### config.mk
export PLATFORM = sky130hd
export DESIGN_NAME = ggc_cell
export DESIGN_NICKNAME = d
export VERILOG_FILES = /design/src/hw/rtl/ggc_pkg.sv /design/src/hw/rtl/ggc_cell.sv
export SDC_FILE = /design/constraint.sdc
export NUM_CORES = 1
export LEC_CHECK = 0
export BUFFER_PORTS_ARGS = -buffer_cell sky130_fd_sc_hd__buf_2
export CELL_PAD_IN_SITES_DETAIL_PLACEMENT = 1
export CELL_PAD_IN_SITES_GLOBAL_PLACEMENT = 1
export CORE_AREA = 5 5 230 232
export DETAILED_ROUTE_END_ITERATION = 10
export DIE_AREA = 0 0 235 237
export GPL_TIMING_DRIVEN = 0
export PLACE_DENSITY_LB_ADDON = 0.1
export SYNTH_ARGS = -nofsm -noshare
export SYNTH_HDL_FRONTEND = slang
export SYNTH_SLANG_ARGS = --single-unit
### constraint.sdc
create_clock -name clk -period 8.55 [get_ports clk]
set_input_delay 0.4275 -clock clk [delete_from_list [all_inputs] [get_ports clk]]
set_output_delay 0.4275 -clock clk [all_outputs]
set_load 0.005 [all_outputs]
### src/hw/rtl/ggc_pkg.sv
package ggc_pkg;

  // Restoring square root: one result bit per cell, 33-bit radicand.
  localparam int SQRT_STEPS = 17;

  // Length of the arctangent table.
  localparam int ATAN_LEN = 24;

  // Register indexes of the configuration port.
  localparam int REG_IDX_W = 3;
  localparam logic [REG_IDX_W-1:0] REG_GOAL_X        = 3'd0;
  localparam logic [REG_IDX_W-1:0] REG_GOAL_Y        = 3'd1;
  localparam logic [REG_IDX_W-1:0] REG_ARRIVE_TOL    = 3'd2;
  localparam logic [REG_IDX_W-1:0] REG_DISTANCE_GAIN = 3'd3;
  localparam logic [REG_IDX_W-1:0] REG_HEADING_GAIN  = 3'd4;

  // Angles in units of 2^-30 rad.
  localparam logic signed [33:0] PI_Q30 = 34'sd3373259426;

  localparam logic [29:0] ATAN_Q30 [ATAN_LEN] = '{
    30'd843314857, 30'd497837829, 30'd263043837, 30'd133525159,
    30'd67021687,  30'd33543516,  30'd16775851,  30'd8388437,
    30'd4194283,   30'd2097149,   30'd1048576,   30'd524288,
    30'd262144,    30'd131072,    30'd65536,     30'd32768,
    30'd16384,     30'd8192,      30'd4096,      30'd2048,
    30'd1024,      30'd512,       30'd256,       30'd128
  };

  // Configuration bundle.
  typedef struct packed {
    logic signed [15:0] goal_x;
    logic signed [15:0] goal_y;
    logic [14:0]        arrive_tolerance;
    logic [15:0]        distance_gain;
    logic [15:0]        heading_gain;
  } cfg_t;

  // Data handed from cell to cell.
  typedef struct packed {
    logic               valid;
    logic               arrived;
    logic signed [15:0] heading;
    logic [32:0]        rem;     // square root remainder
    logic [33:0]        root;    // square root partial result
    logic signed [31:0] x;       // CORDIC vector
    logic signed [31:0] y;
    logic signed [33:0] z;       // bearing accumulator, Q30
  } cell_t;

endpackage

### src/hw/rtl/ggc_cell.sv
module ggc_cell
  import ggc_pkg::*;
#(
  parameter int IDX        = 0,
  parameter int CORDIC_RUN = 16
)
(
  input  logic  clk,
  input  logic  rst,
  input  logic  en,
  input  cell_t d,
  output cell_t q
);

  localparam bit  SQRT_ON  = IDX < SQRT_STEPS;
  localparam bit  ROT_ON   = IDX < CORDIC_RUN;
  localparam int  SQ_SHIFT = SQRT_ON ? 32 - 2 * IDX : 0;
  localparam logic [33:0] SQ_BIT = 34'd1 << SQ_SHIFT;
  localparam logic [33:0] ATAN   = {4'b0, ATAN_Q30[(IDX < ATAN_LEN) ? IDX : 0]};

  logic signed [31:0] xs;
  logic signed [31:0] ys;
  logic [34:0]        trial;
  logic               take;
  cell_t              nxt;

  assign xs    = d.x;
  assign ys    = d.y;
  assign trial = {1'b0, d.root} + {1'b0, SQ_BIT};
  assign take  = {2'b0, d.rem} >= trial;

  // One root bit and one vectoring rotation, each only while IDX is within its step count
  always_comb begin
    nxt = d;
    if (SQRT_ON) begin
      if (take) begin
        nxt.rem  = d.rem - trial[32:0];
        nxt.root = (d.root >> 1) + SQ_BIT;
      end else begin
        nxt.root = d.root >> 1;
      end
    end
    if (ROT_ON) begin
      if (!ys[31]) begin
        nxt.x = xs + (ys >>> IDX);
        nxt.y = ys - (xs >>> IDX);
        nxt.z = d.z + ATAN;
      end else begin
        nxt.x = xs - (ys >>> IDX);
        nxt.y = ys + (xs >>> IDX);
        nxt.z = d.z - ATAN;
      end
    end
  end

  always_ff @(posedge clk) begin
    if (rst) begin
      q.valid <= 1'b0;
    end else if (en) begin
      q <= nxt;
    end
  end

endmodule

* Yosys cells after proc, flatten, opt, wreduce, memory -nomap -nowiden
Index checks and enable logic that the tools add are counted.
Widths: inputs -> output; s select.
** Operators by class
- Eq/ne operators :: 0
- Magnitude comparators :: 1
- Muxes and demuxes :: 3
- Div/mod/pow operators :: 0
- Shift operators :: 0
- $mul :: 0
- Reductions and logical operators :: 1
- $add $sub $neg :: 8
- Bitwise logic cells :: 1
** Operators by type and width (number)
- $mux 98 :: 1
- $mux 33 :: 2
- $sub 32x32->32 :: 2
- $add 34x33->35 const B :: 1
- $ge 33x35->1 :: 1
- $add 33x33->34 const B :: 1
- $add 34x30->34 const B :: 1
- $sub 34x30->34 const B :: 1
- $sub 33x33->33 :: 1
- $add 32x32->32 :: 1
- $reduce_and 2->1 :: 1
- $not 1->1 :: 1
** Storage, ports and cells
- Memories :: 0
- Output and inout port bits :: 183
- Memory bits (read-only) :: 0
- RAM bits :: 0
- Bits of input ports :: 186
- Bits in latches :: 0
- Bits in registers :: 183
- Word-level logic and storage cells :: 23

* Logic depth before layout (Yosys ltp)
- Depth after elaboration :: 3
- Depth in mapped cells :: 14
- Gate-level depth less buffers :: 13

* Least setup slack after synthesis
No wires, ideal clock.
- Path kind :: input-to-reg
- Start point :: input port rst
- End point :: register q[0] in the netlist's numbering, enable pin
- Data required time :: 7.801 ns
- Path slack :: -0.642 ns
- Stages :: 1
- Data arrival time :: 8.443 ns
- Library setup time :: 0.749 ns
- Path buffers :: 0
- Cells stage by stage :: nor2b_1
** On the way
- Word-level cells in the longest chain between the ends :: 2
** Ends and longest elaborated chain
- from (decl) :: line ggc_cell.sv:9 : input logic rst,
- $not 1->1 (no line)
- $reduce_and 2->1 (no line)
- to (signal assigned) :: line ggc_cell.sv:60 : q <= nxt;
- to (decl) :: line ggc_cell.sv:12 : output cell_t q
No other way between the ends.
A chain may end at the register's enable or synchronous reset.

==> impl_metrics.json <==
{
  "end_kind": "register",
  "die_h_um": 237,
  "drt_first_pass_iters": 5,
  "switchingPower_w": 0.001006,
  "synthFlopType": "edfxtp_1",
  "post_drt_wl_per_cell_um": 21.18,
  "synth_most_common_cell": "a21oi_1",
  "start_kind": "primary input",
  "vdd_drop_max_uv": 136.8,
  "dpl.hpwl_um": 45870,
  "grt_usage_pct": 19.53,
  "path_cells": "buf_2 > clkbuf_1 > clkinv_1 > clkbuf_2 > ha_1 > a21oi_1 > nand2_1 > o21ai_1 > o21ai_1 > a211oi_1 > o31ai_1 > o41ai_1 > o31ai_1 > a21oi_1 > xnor2_1",
  "grt_remaining_overflow": 0,
  "area.growth.synth_to_final_pct": 23.94,
  "p_comb_share_pct": 31.9,
  "tns_ns": 0,
  "core_area_mm2": 0.05078,
  "synth_cells": 1542,
  "cts-hold-fix-buffers": 0,
  "synth_commonest_cells": "183 x a21oi_1, 181 x edfxtp_1, 160 x ha_1",
  "syn_area_mm2": 0.01445,
  "syn_nets": 1893,
  "grt_first_pass_wirelength_um": 84570,
  "rows": 83,
  "ant_nets": 0,
  "detail_route.vias_per_cell": 4.975,
  "synth-seq-cells": 182,
  "cts_buffers": 17,
  "postSynth.asyncResetShare_pct": 0,
  "status": "completed",
  "ioPinCount": 369,
  "p_per_area_mw_per_mm2": 162.9,
  "antenna_found_initial": 4,
  "cts_num_sinks": 182,
  "cap_viol_max_count": 0,
  "crit_slowest_cell": "o41ai_1",
  "ys_types": 79,
  "root_buffer": "clkbuf_16",
  "critPathRequiredTime_ns": 8.80,
  "portBuffers": 368,
  "post_synth.cell_area_avg_um2": 9.371,
  "ys_seq_area_share_pct": 37.75,
  "critPathMaxStageDelay_ns": 0.65,
  "start_util_pct": 28.45,
  "post-route-util_pct": 35.27,
  "synth_top_area_share_pct": 37.61,
  "report.power.total_w": 0.002918,
  "fin_nets": 2286,
  "synthTopCellsByArea": "edfxtp_1 38%, ha_1 14%, a21oi_1 6.3%",
  "tightest_slew_ns": 1.130,
  "die_w_um": 235,
  "finalCritPeriodShare_pct": 62.06,
  "clk_pin_slew_ns": 0.08,
  "routabilityCongestion": 0.8588,
  "min_period_ns": 5.306,
  "cp_max_fo": 24,
  "p_int_w": 0.001912,
  "largest_reg_flops": 182,
  "htreeDepth": 4,
  "hold_path.class": "in -> reg",
  "slew_headroom_pct": 24.70,
  "crit_arrival_ns": 5.56,
  "criticalPathCategory": "in -> reg",
  "drtIter0Drc": 613,
  "seq_power_share_pct": 38.4,
  "first_global_vias": 13804,
  "layout-drive-gt1-share_pct": 22.07,
  "grt_setup_unrepaired": "no",
  "cts_tree": "done",
  "max_freq_mhz": 188.5,
  "setup_viol": 0,
  "clk_path_buf_depth": 2,
  "post-cts-setup-buffers": 0,
  "p_clk_share_pct": 29.8,
  "top_register": "q",
  "reg_top3": "q: 182 flops",
  "grt_max_degree": 35,
  "wl_um": 55690,
  "insertion_delay_ns": 0.49,
  "drcViolationCount": 0,
  "fin_skew_ns": 0,
  "hold_viol_final": 0,
  "dieArea_mm2": 0.05570,
  "synth_edf_count": 181,
  "swShare_pct": 34.46,
  "synth_top_area_cell": "edfxtp_1",
  "cts-resized-gates": 0,
  "yosysWarningCount": 0,
  "holdWs_ns": 0.1035,
  "leakagePower_nw": 7.906,
  "dr_total_vias": 13084,
  "slew_violations": 0
}
## metrics by stage
stage / setup slack [ns] / area [µm²] / instances
floorplan: 2.971 / 14450 / 1542
global placement: 0.3393 / 17150 / 2590
detailed placement: 2.591 / 17270 / 2596
CTS: 3.138 / 17900 / 2628
global route: 2.678 / 17900 / 2628
finish: 3.244 / 17910 / 2630
## layout make-up
cell class	instances	area, µm²
fill	5969	32870
clock buffer	17	425.4
tap	680	850.8
timing repair buffer	374	1962
buffer	54	216.5
multi-input combinational	1163	8250
clock inverter	15	207.7
antenna	2	5.005
sequential	182	5455
inverter	143	536.8
## layout by cell type, fill, tap and decap left out, types with 16 or more instances in the layout
master / synthesis / layout
nor3_1: 25 / 25
a21o_1: 56 / 56
o21ai_1: 27 / 27
inv_1: 133 / 133
o21bai_1: 32 / 32
nor2_1: 137 / 137
nand2_1: 84 / 84
clkbuf_16: 0 / 17
xnor2_1: 92 / 92
o21a_1: 22 / 22
clkbuf_1: 44 / 43
edfxtp_1: 181 / 181
a31oi_1: 22 / 22
a21oi_1: 183 / 183
nand2b_1: 17 / 17
o21ai_0: 58 / 58
xor2_1: 25 / 25
nor2b_1: 17 / 16
buf_2: 1 / 369
ha_1: 160 / 160
nand4_1: 17 / 17
## final timing paths
check | start | endpoint | slack [ns] | depth (start not counted)
setup reg to reg | q[182] | q[182] | 7.93 | 2
setup / recovery | d[65] | q[32] | 3.24 | 15
hold / removal | d[181] | q[181] | 0.10 | 1
hold reg to reg | q[182] | q[182] | 0.56 | 2
## cells by family after synthesis
| group | synth area share [%] |
|---|---|
| AO/OA/AOI/OAI | 21.92 |
| multiplexers | 2.052 |
| flip-flops | 37.75 |
| adder cells (fa/ha/maj) | 14.55 |
| buffers and inverters | 5.204 |
| AND/OR/NAND/NOR | 11.43 |
| XOR/XNOR | 7.092 |
## per-layer routing
metal | vias to the layer above | wire length, µm | global-route usage (%)
met4 | 4 | 825 | 4.442
met3 | 41 | 2402 | 3.878
met5 | - | 20 | 0
li1 | 6390 | - | -
met2 | 290 | 27870 | 34.90
met1 | 6359 | 24580 | 24.40
## worst max-delay path: cells and delay by family
family                     cells  cell delay [ns]
AOI/OAI and AO/OA              8             2.48
buffers and inverters          4             1.87
and+or+nand+nor                1             0.07
xor gates and xnor gates       1             0.09
adders and majority gates      1             0.57
## power groups by stage
stage	Combinational, W	Clock, W	Sequential (W)
6_report	0.000930	0.000869	0.00112
5_1_grt	0.00103	0.000937	0.00113
4_1_cts	0.000940	0.000905	0.00112
3_5_place_dp	0.000934	0	0.00114
3_3_place_gp	0.000919	0	0.00115
2_1_floorplan	0.000551	0	0.00116
No activity file was read; power rests on OpenSTA's default activity.
