===== config.mk =====
export PLATFORM = sky130hd
export DESIGN_NAME = ggc_front
export DESIGN_NICKNAME = d
export VERILOG_FILES = /design/src/hw/rtl/ggc_pkg.sv /design/src/hw/rtl/ggc_front.sv
export SDC_FILE = /design/constraint.sdc
export NUM_CORES = 2
export LEC_CHECK = 0
export BUFFER_PORTS_ARGS = -buffer_cell sky130_fd_sc_hd__clkbuf_2
export CORE_UTILIZATION = 50
export DETAILED_ROUTE_END_ITERATION = 10
export HOLD_SLACK_MARGIN = 0.06
export PLACE_DENSITY = 0.78
export REMOVE_ABC_BUFFERS = 1
export SLEW_MARGIN = 20
export SYNTH_ARGS = -nofsm -noshare
export SYNTH_HDL_FRONTEND = slang
export SYNTH_SLANG_ARGS = --single-unit

===== constraint.sdc =====
create_clock -name clk -period 22.1 [get_ports clk]
set_input_delay 1.105 -clock clk [delete_from_list [all_inputs] [get_ports clk]]
set_output_delay 1.105 -clock clk [all_outputs]
set_load 0.05 [all_outputs]

===== src/hw/rtl/ggc_pkg.sv =====
package ggc_pkg;

  // Restoring square root: one result bit per cell, 33-bit radicand.
  localparam int SQRT_STEPS = 17;

  // Length of the arctangent table.
  localparam int ATAN_LEN = 24;

  // Register indexes of the configuration port.
  localparam int REG_IDX_W = 3;
  localparam logic [REG_IDX_W-1:0] REG_GOAL_X        = 3'd0;
  localparam logic [REG_IDX_W-1:0] REG_GOAL_Y        = 3'd1;
  localparam logic [REG_IDX_W-1:0] REG_ARRIVE_TOL    = 3'd2;
  localparam logic [REG_IDX_W-1:0] REG_DISTANCE_GAIN = 3'd3;
  localparam logic [REG_IDX_W-1:0] REG_HEADING_GAIN  = 3'd4;

  // Angles in units of 2^-30 rad.
  localparam logic signed [33:0] PI_Q30 = 34'sd3373259426;

  localparam logic [29:0] ATAN_Q30 [ATAN_LEN] = '{
    30'd843314857, 30'd497837829, 30'd263043837, 30'd133525159,
    30'd67021687,  30'd33543516,  30'd16775851,  30'd8388437,
    30'd4194283,   30'd2097149,   30'd1048576,   30'd524288,
    30'd262144,    30'd131072,    30'd65536,     30'd32768,
    30'd16384,     30'd8192,      30'd4096,      30'd2048,
    30'd1024,      30'd512,       30'd256,       30'd128
  };

  // Configuration bundle.
  typedef struct packed {
    logic signed [15:0] goal_x;
    logic signed [15:0] goal_y;
    logic [14:0]        arrive_tolerance;
    logic [15:0]        distance_gain;
    logic [15:0]        heading_gain;
  } cfg_t;

  // Data handed from cell to cell.
  typedef struct packed {
    logic               valid;
    logic               arrived;
    logic signed [15:0] heading;
    logic [32:0]        rem;     // square root remainder
    logic [33:0]        root;    // square root partial result
    logic signed [31:0] x;       // CORDIC vector
    logic signed [31:0] y;
    logic signed [33:0] z;       // bearing accumulator, Q30
  } cell_t;

endpackage


===== src/hw/rtl/ggc_front.sv =====
module ggc_front
  import ggc_pkg::*;
(
  input  logic               clk,
  input  logic               rst,
  input  logic               en,
  input  logic               in_valid,
  input  logic signed [15:0] pose_x,
  input  logic signed [15:0] pose_y,
  input  logic signed [15:0] pose_heading,
  input  cfg_t               cfg,
  output cell_t              q
);

  // Stage 0: offset to goal
  logic               v0;
  logic signed [16:0] dx0;
  logic signed [16:0] dy0;
  logic signed [15:0] hd0;

  always_ff @(posedge clk) begin
    if (rst) begin
      v0 <= 1'b0;
    end else if (en) begin
      v0  <= in_valid;
      dx0 <= {cfg.goal_x[15], cfg.goal_x} - {pose_x[15], pose_x};
      dy0 <= {cfg.goal_y[15], cfg.goal_y} - {pose_y[15], pose_y};
      hd0 <= pose_heading;
    end
  end

  // Stage 1: squares, tolerance square, CORDIC start vector
  logic signed [33:0] prod_x;
  logic signed [33:0] prod_y;
  logic [29:0]        tol_sq;
  logic signed [16:0] ax;
  logic signed [16:0] ay;
  logic               neg;

  assign prod_x = dx0 * dx0;
  assign prod_y = dy0 * dy0;
  assign tol_sq = cfg.arrive_tolerance * cfg.arrive_tolerance;
  assign neg    = dx0[16];
  assign ax     = neg ? -dx0 : dx0;
  assign ay     = neg ? -dy0 : dy0;

  logic               v1;
  logic [31:0]        sqx1;
  logic [31:0]        sqy1;
  logic [29:0]        tol1;
  logic signed [31:0] x1;
  logic signed [31:0] y1;
  logic signed [33:0] z1;
  logic signed [15:0] hd1;

  always_ff @(posedge clk) begin
    if (rst) begin
      v1 <= 1'b0;
    end else if (en) begin
      v1   <= v0;
      sqx1 <= prod_x[31:0];
      sqy1 <= prod_y[31:0];
      tol1 <= tol_sq;
      x1   <= {{3{ax[16]}}, ax, 12'b0};
      y1   <= {{3{ay[16]}}, ay, 12'b0};
      // left half plane starts at +pi or -pi
      z1   <= neg ? (dy0[16] ? -PI_Q30 : PI_Q30) : '0;
      hd1  <= hd0;
    end
  end

  // Stage 2: squared distance and arrival test, head of the cell chain
  logic [32:0] dist_sq;
  assign dist_sq = {1'b0, sqx1} + {1'b0, sqy1};

  always_ff @(posedge clk) begin
    if (rst) begin
      q.valid <= 1'b0;
    end else if (en) begin
      q.valid   <= v1;
      q.arrived <= dist_sq <= {3'b0, tol1};
      q.heading <= hd1;
      q.rem     <= dist_sq;
      q.root    <= '0;
      q.x       <= x1;
      q.y       <= y1;
      q.z       <= z1;
    end
  end

endmodule


; ---- After elaboration in Yosys (flattened, before gate mapping)
; Cells that the tools add are included.
; W data, S select, Z words.
[op_classes]
n_addsub = 5
mul = 3
n_div = 0
order_cmp = 1
eq_ne = 0
shifts = 0
muxes = 3
bitwise_logic = 1
reduce_logical = 1
[ops]
columns = operator, n
row1 = $mul A17 B17 Y32, 2
row2 = $mux W17, 2
row3 = $mux W34, 1
row4 = $neg A17 Y17, 2
row5 = $sub A16 B16 Y17, 2
row6 = $add A32 B32 Y33, 1
row7 = $le A33 B30 Y1, 1
row8 = $mul A15 B15 Y30, 1
row9 = $reduce_and A2 Y1, 1
row10 = $not A1 Y1, 1
[totals]
ff_bits = 349
latch_bits = 0
mem_bits_rw = 0
mem_bits_ro = 0
out_inout_bits = 183
word_cells = 33
mem_count = 0

; ---- Longest topological paths before layout
[depth]
ltp_word = 2
depth_mapped = 25

; ---- Worst setup path before layout
; No wires, ideal clock.
[synth_path]
path_kind = input-to-reg
startpoint = in rst
endpoint = reg dx0[0] (enable)
setup_ns = 0.962
arrival_time_ns = 13.437
setup_slack_ns = 7.700
stages = 1
path_cell_list = nor2b_1
[synth_between]
elab_chain_cells = 2
[synth_rtl]
columns = element, line
row1 = start: declaration, ggc_front.sv:5  ; input logic rst,
row2 = $not A1 Y1 (no source line), --
row3 = $reduce_and A2 Y1 (no source line), --
row4 = end signal: assignment, ggc_front.sv:26  ; dx0 <= {cfg.goal_x[15], cfg.goal_x} - {pose_x[15], pose_x};
row5 = end: declaration, ggc_front.sv:17  ; logic signed [16:0] dx0;
; No other way between the ends.
; A chain may end at the register's enable or synchronous reset.

; ---- Worst setup path after layout
[layout_path]
startpoint = reg dx0[1]
endpoint = reg sqx1[31] (data pin)
[layout_between]
elab_chain_cells = 1
[layout_rtl]
columns = element, line
row1 = $mul A17 B17 Y32, ggc_front.sv:40  ; assign prod_x = dx0 * dx0;
row2 = named net prod_x[31], ggc_front.sv:33  ; logic signed [33:0] prod_x;
row3 = end signal: assignment, ggc_front.sv:61  ; sqx1 <= prod_x[31:0];
row4 = end: declaration, ggc_front.sv:48  ; logic [31:0] sqx1;
; The timed path passes the listed nets, and every way through them passes these cells.

==> key figures <==
Clocking
  – Worst-Skew Late Latency: between 0.5 and 0.6 ns
  – Reg clk slew, reported paths: roughly 0.060 ns
  – Clock Tree Root: clkbuf_16
  – Post-CTS resize count: 0
  – H-tree depth: 2
  – Post-CTS setup buffer count: 0
  – CTS tree: built
  – TritonCTS buffer count: 36
  – Post-CTS Hold Buffers: 0
  – Clk buf depth: 3
  – Clock sinks: approximately 280

Synth
  – Asr flop ratio synth: 0%
  – #FFs+latches synth: 282
  – Synthesized area: 0.03839 mm²
  – Number of synthesized flops with an enable pin: 279
  – Post-Syn Area per Cell: 10.30 µm²
  – Synth area leader: fa_1
  – Commonest cells post-synth: inv_1, fa_1, ha_1
  – Number of synthesis warnings: 0
  – Primary FF master, synth: edfxtp_1
  – Synth area leaders: fa_1, edfxtp_1, ha_1
  – Netlist cell types: 78
  – Sequential share of the synthesized area: a little over a fifth
  – Synth top area share: 33.90%
  – Cell count after synthesis: approximately 3700
  – Count leader, synth: inv_1

Setup path
  – Worst Path Required: 22.51 ns
  – Worst path arrival time: 7.36 ns
  – Reg2Reg Setup Slack: 15.15 ns
  – Critical path endpoint: sqx1[31]
  – Setup crit end kind: register
  – Worst r2r src: dx0[1]
  – Worst Reg-to-Reg Cells: 24
  – R2R Path End: sqx1[31]
  – CP startpoint: dx0[1]
  – CP Class: register to register
  – Highest fanout seen on the critical path: 16
  – CP startpoint kind: register

Routing
  – Routed vias: 24983
  – # DRC: 0
  – Max layer used: met4
  – Antenna viol nets, final: 0
  – Per-cell routed wire length: roughly 15 µm
  – Final wirelength: 76130 µm
  – DR vias/cell: 5.064
  – DR pass1 iterations: 5
  – Detail Route met3 WL: between 3000 and 4000 µm
  – Routed met2 length: 39150 µm
  – Starting DRT DRC Count: about 1400
  – WL met1: roughly 31000 µm

Global routing
  – First-pass GRT wire length: between 100000 and 150000 µm
  – Vias in the first global route: 26731
  – Initial antenna violation count: 0
  – GR Util All Layers: around 21%
  – Global route total overflow: 0
  – Largest net degree at the start of global routing: 174

STA
  – Sum Neg Setup Slack: 0 ns
  – Fmax: approximately 140 MHz
  – Minimum clock period: just under 7 ns
  – Fin crit share: 31.45%
  – Setup Skew: just over 0.02 ns
  – Setup ws final: between 15 and 20 ns
  – Rel. slew slack: 27.68%
  – Final Hold Fails: 0
  – Fin. max-slew vios: 0
  – Unrepaired setup endpoints after global routing: false
  – # setup viols final: 0
  – Worst slew pin tran: around 1.1 ns

Outcome
  – Status: complete, no violations

Layout
  – Share of cells above drive strength 1: 8.353%
  – Finished Cell Area: 0.04130 mm²
  – Area Overhead vs Synth: 7.575%
  – N_diodes: 0
  – Nets: 5014

Floorplan
  – Rows: between 100 and 150
  – Die Y-Extent: 279.1 µm
  – # IOs: between 300 and 400
  – Die area: 0.07789 mm²
  – Initial Util: 50.54%
  – Die width: approximately 280 µm
  – Core area: about 0.076 mm²

Placement
  – Post-place instance area: 0.04005 mm²
  – I/O Buffers: 222
  – HPWL Detailed: roughly 61000 µm
  – Pre-CTS WS: 14.84 ns
  – Placer Congestion: 0.9238

Min path
  – Worst min-delay path class: register to register

Flow run
  – # Max-Cap Violations: 0
-- how the worst min path moves through the flow --
stage / startpoint / end / slack (ns) / depth (start not counted)
finish: hd1[4] / q[169] / 0.40 / 0
global route: hd1[4] / q[169] / 0.41 / 0
CTS: hd1[4] / q[169] / 0.39 / 0
detailed placement: hd0[1] / hd1[1] / 0.40 / 0
global placement: hd1[4] / q[169] / 0.40 / 0
floorplan: hd0[0] / hd1[0] / 0.40 / 0
-- critical path, cell delays in order (launching register included) --
cell,delay [ns]
edfxtp_1,0.80
clkinv_1,0.63
nor2_1,0.29
inv_1,0.08
fa_1,0.36
inv_1,0.07
fa_1,0.15
inv_1,0.06
fa_1,0.47
inv_1,0.05
fa_1,0.49
fa_1,0.49
inv_1,0.05
fa_1,0.49
inv_1,0.05
ha_1,0.36
a21o_1,0.21
a21o_1,0.19
a211oi_2,0.27
a31oi_1,0.19
o21a_1,0.23
o21ai_2,0.16
o211ai_1,0.15
a2111o_1,0.40
nand4_1,0.09
-- cells by family (layout without fill, tap and decap cells) --
| family | after synthesis | in the layout | synth area share [%] |
|---|---|---|---|
| xor+xnor | 190 | 190 | 4.335 |
| flops | 282 | 282 | 21.98 |
| other cells | 1 | 59 | 0.009769 |
| mux | 7 | 7 | 0.1923 |
| fa+ha+maj | 1008 | 1008 | 45.57 |
| compound gates | 354 | 354 | 6.313 |
| buf+inv | 1118 | 1237 | 11.88 |
| simple gates | 766 | 766 | 9.723 |
-- flip-flops by register name (all words and copies together) (netlist names), 3 cells and up --
| name | flops |
|---|---|
| sqx1 | 31 |
| x1 | 16 |
| y1 | 16 |
| q | 88 |
| hd0 | 16 |
| dx0 | 17 |
| z1 | 3 |
| tol1 | 29 |
| sqy1 | 31 |
| hd1 | 16 |
| dy0 | 17 |
-- cells in the final DEF, fill, tap and decap left out, types with 8 or more instances in the layout --
| cell type | n |
|---|---|
| fa_1 | 650 |
| nand3_1 | 31 |
| edfxtp_1 | 279 |
| o21ai_0 | 54 |
| clkbuf_16 | 36 |
| a211oi_1 | 8 |
| clkinv_1 | 8 |
| nor3_1 | 39 |
| and3_1 | 12 |
| o21bai_1 | 15 |
| o21a_1 | 23 |
| o31ai_1 | 12 |
| or3_1 | 16 |
| or2_2 | 8 |
| xnor2_1 | 152 |
| o211ai_1 | 8 |
| nand2b_1 | 19 |
| conb_1 | 59 |
| a21oi_1 | 91 |
| inv_1 | 937 |
| a31o_2 | 8 |
| ha_1 | 358 |
| nand4_1 | 16 |
| nor2_1 | 130 |
| and2_1 | 142 |
| nor4_1 | 8 |
| a31oi_1 | 8 |
| nor2b_1 | 47 |
| clkbuf_2 | 222 |
| a21o_1 | 64 |
| nand2_1 | 277 |
| xor2_1 | 38 |
-- metal layers --
metal / vias to the layer above / GRT usage, %
met5: - / 0
met4: 0 / 5.227
met3: 128 / 2.811
met2: 510 / 36.50
met1: 12629 / 26.26
li1: 11716 / -
-- stage by stage --
step                      std cells  utilization (%)  hold WS, ns
final                          4933            54.37       0.4007
after global routing           4933            54.37       0.4097
after CTS                      4932            54.34       0.3874
after detailed placement       4866            52.73       0.4045
after global placement         4866            52.73       0.4004
after floorplan                3607                -       0.4003
-- cell type report --
| class | instances | area (µm²) |
|---|---|---|
| inverters | 941 | 3532 |
| clock buffers | 39 | 912.1 |
| multi-input cells | 2384 | 25610 |
| fillers | 6496 | 34650 |
| well taps | 1030 | 1289 |
| clock inverters | 27 | 306.5 |
| flip-flops and latches | 282 | 8438 |
| repair buffers | 230 | 1204 |
Power is not shown: default switching activity piles up to over one toggle a cycle in this logic, so the estimate is an artifact.
