File: config.mk
export PLATFORM = sky130hd
export DESIGN_NAME = ggc_back
export DESIGN_NICKNAME = d
export VERILOG_FILES = /design/src/hw/rtl/ggc_pkg.sv /design/src/hw/rtl/ggc_back.sv
export SDC_FILE = /design/constraint.sdc
export NUM_CORES = 2
export LEC_CHECK = 0
export ABC_AREA = 1
export BUFFER_PORTS_ARGS = -buffer_cell sky130_fd_sc_hd__buf_4
export CORE_UTILIZATION = 50
export CTS_CLUSTER_SIZE = 20
export DETAILED_ROUTE_END_ITERATION = 8
export PLACE_DENSITY = 0.83
export SYNTH_ARGS = -nofsm -noshare
export SYNTH_HDL_FRONTEND = slang
export SYNTH_SLANG_ARGS = --single-unit
File: constraint.sdc
create_clock -name clk -period 6.5 [get_ports clk]
set_clock_uncertainty 0.05 [all_clocks]
set_input_delay 0.975 -clock clk [delete_from_list [all_inputs] [get_ports clk]]
set_output_delay 0.975 -clock clk [all_outputs]
set_load 0.02 [all_outputs]
File: src/hw/rtl/ggc_pkg.sv
package ggc_pkg;

  // Restoring square root: one result bit per cell, 33-bit radicand.
  localparam int SQRT_STEPS = 17;

  // Length of the arctangent table.
  localparam int ATAN_LEN = 24;

  // Register indexes of the configuration port.
  localparam int REG_IDX_W = 3;
  localparam logic [REG_IDX_W-1:0] REG_GOAL_X        = 3'd0;
  localparam logic [REG_IDX_W-1:0] REG_GOAL_Y        = 3'd1;
  localparam logic [REG_IDX_W-1:0] REG_ARRIVE_TOL    = 3'd2;
  localparam logic [REG_IDX_W-1:0] REG_DISTANCE_GAIN = 3'd3;
  localparam logic [REG_IDX_W-1:0] REG_HEADING_GAIN  = 3'd4;

  // Angles in units of 2^-30 rad.
  localparam logic signed [33:0] PI_Q30 = 34'sd3373259426;

  localparam logic [29:0] ATAN_Q30 [ATAN_LEN] = '{
    30'd843314857, 30'd497837829, 30'd263043837, 30'd133525159,
    30'd67021687,  30'd33543516,  30'd16775851,  30'd8388437,
    30'd4194283,   30'd2097149,   30'd1048576,   30'd524288,
    30'd262144,    30'd131072,    30'd65536,     30'd32768,
    30'd16384,     30'd8192,      30'd4096,      30'd2048,
    30'd1024,      30'd512,       30'd256,       30'd128
  };

  // Configuration bundle.
  typedef struct packed {
    logic signed [15:0] goal_x;
    logic signed [15:0] goal_y;
    logic [14:0]        arrive_tolerance;
    logic [15:0]        distance_gain;
    logic [15:0]        heading_gain;
  } cfg_t;

  // Data handed from cell to cell.
  typedef struct packed {
    logic               valid;
    logic               arrived;
    logic signed [15:0] heading;
    logic [32:0]        rem;     // square root remainder
    logic [33:0]        root;    // square root partial result
    logic signed [31:0] x;       // CORDIC vector
    logic signed [31:0] y;
    logic signed [33:0] z;       // bearing accumulator, Q30
  } cell_t;

endpackage

File: src/hw/rtl/ggc_back.sv
module ggc_back
  import ggc_pkg::*;
(
  input  logic               clk,
  input  logic               rst,
  input  cell_t              d,
  input  cfg_t               cfg,
  input  logic               out_ready,
  output logic               en,
  output logic               out_valid,
  output logic signed [15:0] linear_velocity,
  output logic signed [15:0] angular_velocity,
  output logic               arrived
);

  // Stage A: rounded distance, heading error
  logic [33:0]        zr;
  logic signed [16:0] bearing;
  logic [16:0]        dist_rnd;
  logic signed [17:0] err;

  assign zr       = d.z + 34'd65536;
  assign bearing  = zr[33:17];
  assign dist_rnd = d.root[16:0] + {16'b0, ({1'b0, d.rem} > d.root)};
  assign err      = {bearing[16], bearing} - {{2{d.heading[15]}}, d.heading};

  logic               va;
  logic               arr_a;
  logic [16:0]        dist_a;
  logic signed [17:0] err_a;

  always_ff @(posedge clk) begin
    if (rst) begin
      va <= 1'b0;
    end else if (en) begin
      va     <= d.valid;
      arr_a  <= d.arrived;
      dist_a <= dist_rnd;
      err_a  <= err;
    end
  end

  // Stage B: gain products
  logic [32:0]        lin_prod;
  logic signed [34:0] ang_prod;

  assign lin_prod = dist_a * cfg.distance_gain;
  assign ang_prod = err_a * $signed({1'b0, cfg.heading_gain});

  logic               vb;
  logic               arr_b;
  logic [32:0]        lin_b;
  logic signed [34:0] ang_b;

  always_ff @(posedge clk) begin
    if (rst) begin
      vb <= 1'b0;
    end else if (en) begin
      vb    <= va;
      arr_b <= arr_a;
      lin_b <= lin_prod;
      ang_b <= ang_prod;
    end
  end

  // Rounding, saturation, arrival override
  logic [33:0]        lin_sum;
  logic [21:0]        lin_sh;
  logic signed [35:0] ang_sum;
  logic signed [20:0] ang_sh;
  logic signed [15:0] lin_res;
  logic signed [15:0] ang_res;

  assign lin_sum = {1'b0, lin_b} + 34'd2048;
  assign lin_sh  = lin_sum[33:12];
  assign ang_sum = {ang_b[34], ang_b} + 36'sd16384;
  assign ang_sh  = ang_sum[35:15];

  always_comb begin
    if (arr_b) begin
      lin_res = '0;
    end else if (lin_sh > 22'd32767) begin
      lin_res = 16'sh7FFF;
    end else begin
      lin_res = lin_sh[15:0];
    end
    if (arr_b) begin
      ang_res = '0;
    end else if (ang_sh > 21'sd32767) begin
      ang_res = 16'sh7FFF;
    end else if (ang_sh < -21'sd32768) begin
      ang_res = -16'sh8000;
    end else begin
      ang_res = ang_sh[15:0];
    end
  end

  // Output register with a skid stage; the chain moves while the skid is empty
  logic               skid_valid;
  logic signed [15:0] skid_lin;
  logic signed [15:0] skid_ang;
  logic               skid_arr;

  assign en = !skid_valid;

  always_ff @(posedge clk) begin
    if (rst) begin
      out_valid  <= 1'b0;
      skid_valid <= 1'b0;
    end else if (skid_valid) begin
      if (out_ready) begin
        linear_velocity  <= skid_lin;
        angular_velocity <= skid_ang;
        arrived          <= skid_arr;
        skid_valid       <= 1'b0;
      end
    end else if (!out_valid || out_ready) begin
      out_valid        <= vb;
      linear_velocity  <= lin_res;
      angular_velocity <= ang_res;
      arrived          <= arr_b;
    end else if (vb) begin
      skid_valid <= 1'b1;
      skid_lin   <= lin_res;
      skid_ang   <= ang_res;
      skid_arr   <= arr_b;
    end
  end

endmodule

---- Yosys cells after proc, flatten, opt, wreduce, memory -nomap -nowiden ----
Index checks and enable logic that the tools add are counted.
cells by class
  order comparisons ....................... 4
  multipliers ............................. 2
  bitwise operators ....................... 3
  $add $sub $neg .......................... 5
  multiplexer cells ....................... 18
  equal/unequal tests ..................... 1
  shift-type cells ........................ 0
  div/mod/pow operators ................... 0
  reduce and logical (&&, ||, !) cells .... 8
operator list
  kind                                                                                number
  16-bit two-way mux                                                                  11
  35-bit by 16-bit adder with 36-bit output (second input constant)                   1
  18-bit by 17-bit multiplier with 35-bit output                                      1
  33-bit by 12-bit adder with 34-bit output (second input constant)                   1
  34-bit by 17-bit adder with 34-bit output (second input constant)                   1
  33-bit by 34-bit greater-than comparator with 1-bit output                          1
  17-bit by 16-bit multiplier with 33-bit output                                      1
  22-bit by 15-bit greater-than comparator with 1-bit output (second input constant)  1
  21-bit by 16-bit greater-than comparator with 1-bit output (second input constant)  1
  21-bit by 16-bit < comparator with 1-bit output (second input constant)             1
  17-bit by 16-bit subtractor with 18-bit output                                      1
  17-bit by 1-bit adder with 17-bit output                                            1
  1-bit two-way mux                                                                   7
  2-bit AND reduction                                                                 2
  4-bit AND reduction                                                                 1
  1-bit inverter                                                                      3
  3-bit AND reduction                                                                 1
  1-bit zero test                                                                     2
  2-bit inequality test (second input constant)                                       1
  2-bit nonzero test                                                                  1
  1-bit logical OR                                                                    1
storage, ports and cells
  memory bits (writable) .................. 0
  logic and storage cells ................. 57
  bits in latches ......................... 0
  bits in read-only memories .............. 0
  output and inout port bits .............. 35
  input bits .............................. 265
  flip-flop bits (word level) ............. 175
  memories kept ........................... 0

---- Longest topological paths before layout ----
  depth in word-level cells ............... 7
  depth in mapped cells ................... 29

---- Least setup slack after synthesis ----
Ideal clock, no wire load.
  path type ............................... input port to flip-flop
  start point ............................. in rst
  end point ............................... reg skid_ang[0] (enable)
  stages on the path ...................... 3
  slack ................................... -139 ps
  arrival ................................. 6166 ps
  buffers on the path ..................... 0
  setup time .............................. 423 ps
  data required time ...................... 6027 ps
  cells stage by stage .................... nor2_1 > inv_1 > nor2_1
on the way
  cells in the longest elaborated chain, start to end .. 2
RTL lines
  what                                  RTL line         source
  start, declared                       ggc_back.sv:5    input logic rst,
  1-bit inverter (no source line)       n/a
  4-bit AND reduction (no source line)  n/a
  end signal, assigned                  ggc_back.sv:125  skid_ang <= ang_res;
  end, declared                         ggc_back.sv:101  logic signed [15:0] skid_ang;
No other way between the ends.
A chain may end at the register's enable or synchronous reset.

---- Worst setup path in the final report ----
  start point ............................. reg dist_a[11]
  end point ............................... reg lin_b[30] (data pin)
on the way
  cells in the longest elaborated chain, start to end .. 1
RTL lines
  what                                            RTL line        source
  start, declared                                 ggc_back.sv:29  logic [16:0] dist_a;
  start signal, assigned                          ggc_back.sv:38  dist_a <= dist_rnd;
  17-bit by 16-bit multiplier with 33-bit output  ggc_back.sv:47  assign lin_prod = dist_a * cfg.distance_gain;
  via lin_prod[30]                                ggc_back.sv:44  logic [32:0] lin_prod;
  end signal, assigned                            ggc_back.sv:61  lin_b <= lin_prod;
  end, declared                                   ggc_back.sv:52  logic [32:0] lin_b;
The timed path passes the listed nets, and every way through them passes these cells.

==> results.txt <==
----------------------------------------------------
[Floorplanning]
  Number of rows created at floorplan ... between 80 and 90
  Total Die Area ... 0.05976 mm2
  IO Count ... 300
  Initial cell density of the core ... 50.75%
  Die boundary width ... around 240 um
  Die H ... ~240 um
  Core Footprint ... 0.05792 mm2

[Run]
  Max-cap violations ... 0

[Clock network]
  Num CTS Buffers ... 17
  Clock Latency Late Sink ... 0.49 ns
  CTS sink cnt ... 150
  Count of instances resized after the clock tree is built ... 0
  Clock root buffer ... sky130_fd_sc_hd__clkbuf_16
  Total number of H-tree levels ... 4
  Clock transition at the register clock pins on the worst setup and hold paths after CTS ... 0.07 ns
  Longest Clk Path Bufs ... 2
  Clock tree from TritonCTS ... built

[Cells and area]
  Area grow syn2layout ... 10.19%
  Number of inserted diodes ... 0
  Filler cell count ... 5,078
  Final std cells w/o fill ... 4,598
  Multi-input logic area ... between 0.02 and 0.025 mm2
  Layout net count ... 4,828
  Seq. cell area ... about 0.0045 mm2
  Layout cells sized above 1 ... 8.166%

[Synthesis]
  Leading post-synthesis cells by instance count ... sky130_fd_sc_hd__inv_1, sky130_fd_sc_hd__nand2_1, sky130_fd_sc_hd__fa_1
  Cell accounting for the most synthesized area ... sky130_fd_sc_hd__fa_1
  Area fraction of the dominant cell type after synthesis ... between 30% and 40%
  Count of distinct cell types in the synthesized netlist ... 51
  Leading cell types by total area after synthesis ... sky130_fd_sc_hd__fa_1, sky130_fd_sc_hd__edfxtp_1, sky130_fd_sc_hd__inv_1
  Most used flip-flop cell after synthesis ... sky130_fd_sc_hd__edfxtp_1
  Count of yosys warnings during synthesis ... 0
  Number of instances in the synthesized netlist ... approximately 3,700
  Most used standard cell by instance count after synthesis ... sky130_fd_sc_hd__inv_1
  Number of nets produced by synthesis ... 4,700
  Synthesis-stage register bit count ... 150
  Register area share after synthesis ... 15.19%
  Combined area of all synthesized cells ... ~0.029 mm2
  Async set or reset register ratio after synthesis ... 0%
  Average cell area after synthesis ... about 8.0 um2
  Count of flip-flops with a built-in enable after synthesis ... between 100 and 150

[Routing]
  Detailed-route vias per instance ... between 5 and 6
  Number of DRC violations after detailed routing ... 0
  Number of optimization iterations in the first detailed-route pass ... 6
  Count of vias placed by the detailed router ... approximately 23,000
  Routed length per instance ... 14.32 um
  Starting DRC count in detailed routing ... 1,431
  Routed WL ... ~66,000 um
  Residual antenna-violating net count after detailed routing ... 0

[STA]
  Hold violation total from the final report ... 0
  Final sum of negative setup slack ... 0 ns
  Count of final max-slew check failures ... 0
  Tightest Pin Transition ... ~1.1 ns
  Setup repair after global routing missed its margin ... no
  # setup viols final ... 0
  Min cycle time layout ... 6.165 ns
  Worst slew margin ... 26.86%
  Final period util ... 94.84%
  Max Fclk ... 0.1622 GHz

[GRT]
  Number of antenna violations at the first check in global routing ... 0
  Total routing usage reported by global routing ... 22.85%
  Via count of the first global-routing pass ... around 24,000
  Pin count of the biggest net entering global routing ... 81
  First-pass GRT wire length ... 110,700 um
  Final global-route overflow total ... 0

[Min path]
  Class of the tightest hold or removal check ... register to register

[Worst setup path]
  Worst endpoint data arrival time ... 6.34 ns
  Cell-by-cell listing of the critical path ... nand2_1, fa_1, inv_1, fa_1, fa_1, fa_1, fa_1, inv_1, fa_1, inv_1, ha_1, nand2_1, nor2_1, nor2_1, inv_1, a21oi_1, nor2_1, a211oi_1, nand2_1, nand2_1, nand2_1
  Crit path max-delay family ... adder cells
  Master of the slowest instance on the critical path ... sky130_fd_sc_hd__edfxtp_1
  Kind of critical path ... register to register
  Critical path's most frequent cell ... sky130_fd_sc_hd__fa_1
  Startpoint types ... register
  Largest stage delay on the critical path ... between 0.8 and 0.9 ns
  CP Buf/Inv Count ... 4
  Crit path required time ... 6.68 ns
  Sort of element at the end of the critical path ... register
  Max Fanout on Critical Path ... 16

[Outcome]
  Status ... completed

[Place]
  Placed Cells incl. Taps ... approximately 4,600
  Last weighted congestion value of the routability-driven placer ... 0.8987
  HPWL reported at the end of detailed placement ... between 50,000 and 60,000 um
  Number of I/O port buffers ... 172

----------------------------------------------------
[worst paths after layout]
kind | from | endpoint | slack [ns] | cells after the start
min | arr_a | arr_b | 0.39 | 0
min reg2reg | arr_a | arr_b | 0.39 | 0
max | dist_a[11] | lin_b[30] | 0.34 | 21
max reg2reg | dist_a[11] | lin_b[30] | 0.34 | 21
[worst register-to-register path, cell delays in order (launching register included)]
cell                       delay [ns]
sky130_fd_sc_hd__edfxtp_1        0.82
sky130_fd_sc_hd__nand2_1         0.18
sky130_fd_sc_hd__fa_1            0.58
sky130_fd_sc_hd__inv_1           0.05
sky130_fd_sc_hd__fa_1            0.55
sky130_fd_sc_hd__fa_1            0.46
sky130_fd_sc_hd__fa_1            0.52
sky130_fd_sc_hd__fa_1            0.58
sky130_fd_sc_hd__inv_1           0.07
sky130_fd_sc_hd__fa_1            0.54
sky130_fd_sc_hd__inv_1           0.06
sky130_fd_sc_hd__ha_1            0.33
sky130_fd_sc_hd__nand2_1         0.13
sky130_fd_sc_hd__nor2_1          0.06
sky130_fd_sc_hd__nor2_1          0.08
sky130_fd_sc_hd__inv_1           0.04
sky130_fd_sc_hd__a21oi_1         0.25
sky130_fd_sc_hd__nor2_1          0.07
sky130_fd_sc_hd__a211oi_1        0.29
sky130_fd_sc_hd__nand2_1         0.09
sky130_fd_sc_hd__nand2_1         0.06
sky130_fd_sc_hd__nand2_1         0.06
[metal layers]
metal / GRT usage (%) / routed length (um) / vias to the layer above
li1: - / - / 11050
met1: 29.95 / 27820 / 11140
met2: 39.01 / 32360 / 841
met3: 3.325 / 4329 / 110
met4: 7.077 / 1321 / 0
met5: 0 / 0 / -
[registers in the layout, indices dropped and copies added (netlist names), 16 cells and up]
| name | cells |
|---|---|
| angular_velocity | 16 |
| skid_lin | 16 |
| skid_ang | 16 |
| lin_b | 22 |
| linear_velocity | 16 |
| dist_a | 17 |
| ang_b | 21 |
| err_a | 18 |
[cell type report]
class | count | area share (%)
multi-input combinational | 2361 | 63.27
inverter | 1037 | 12.03
timing repair buffer | 253 | 6.018
sequential | 150 | 13.78
tap | 765 | 2.955
clock inverter | 15 | 0.6335
clock buffer | 17 | 1.313
[cell families (layout without fill, tap and decap cells)]
kind of cell | after synthesis | count (layout) | synth area share [%]
AOI/OAI and AO/OA | 219 | 219 | 4.116
and+or+nand+nor | 1282 | 1282 | 17.66
buffers and inverters | 1181 | 1322 | 15.19
other | 1 | 1 | 0.01276
DFF | 150 | 150 | 15.19
adders and majority gates | 743 | 743 | 44.37
xor gates and xnor gates | 116 | 116 | 3.456
[repair_timing]
item                                    CTS  global route
endpoints found under the setup margin    0             2
hold endpoints to repair                  0             0
hold buffers                              0             0
buffers inserted                          0             5
[through the flow]
step / hold WS (ns) / utilization [%] / setup slack (ns) / instance area (um2)
floorplan: 0.3503 / - / 0.02446 / 29420
global placement: 0.3563 / 54.75 / 0.01484 / 31710
detailed placement: 0.3658 / 54.75 / -0.09922 / 31710
CTS: 0.3832 / 55.84 / 0.3159 / 32340
global route: 0.3960 / 55.93 / 0.02274 / 32390
finish: 0.3891 / 55.93 / 0.3351 / 32390
[cell usage in the layout (no fill, tap or decap), drive strengths merged, types with 3 or more instances in the layout]
cell,instances
buf,253
a21oi,116
o21a,6
nand3,94
a211oi,3
a21o,5
dfxtp,4
clkbuf,17
edfxtp,146
and3,3
nand3b,3
o21ai,58
o22ai,3
nand2,975
inv,1045
a31oi,9
ha,244
fa,499
xor2,78
o211ai,5
o21bai,4
nor3,28
clkinv,5
nor2,147
nor4,3
nand4,25
xnor2,38
o221ai,5
Power is not shown: default switching activity piles up to over one toggle a cycle in this logic, so the estimate is an artifact.
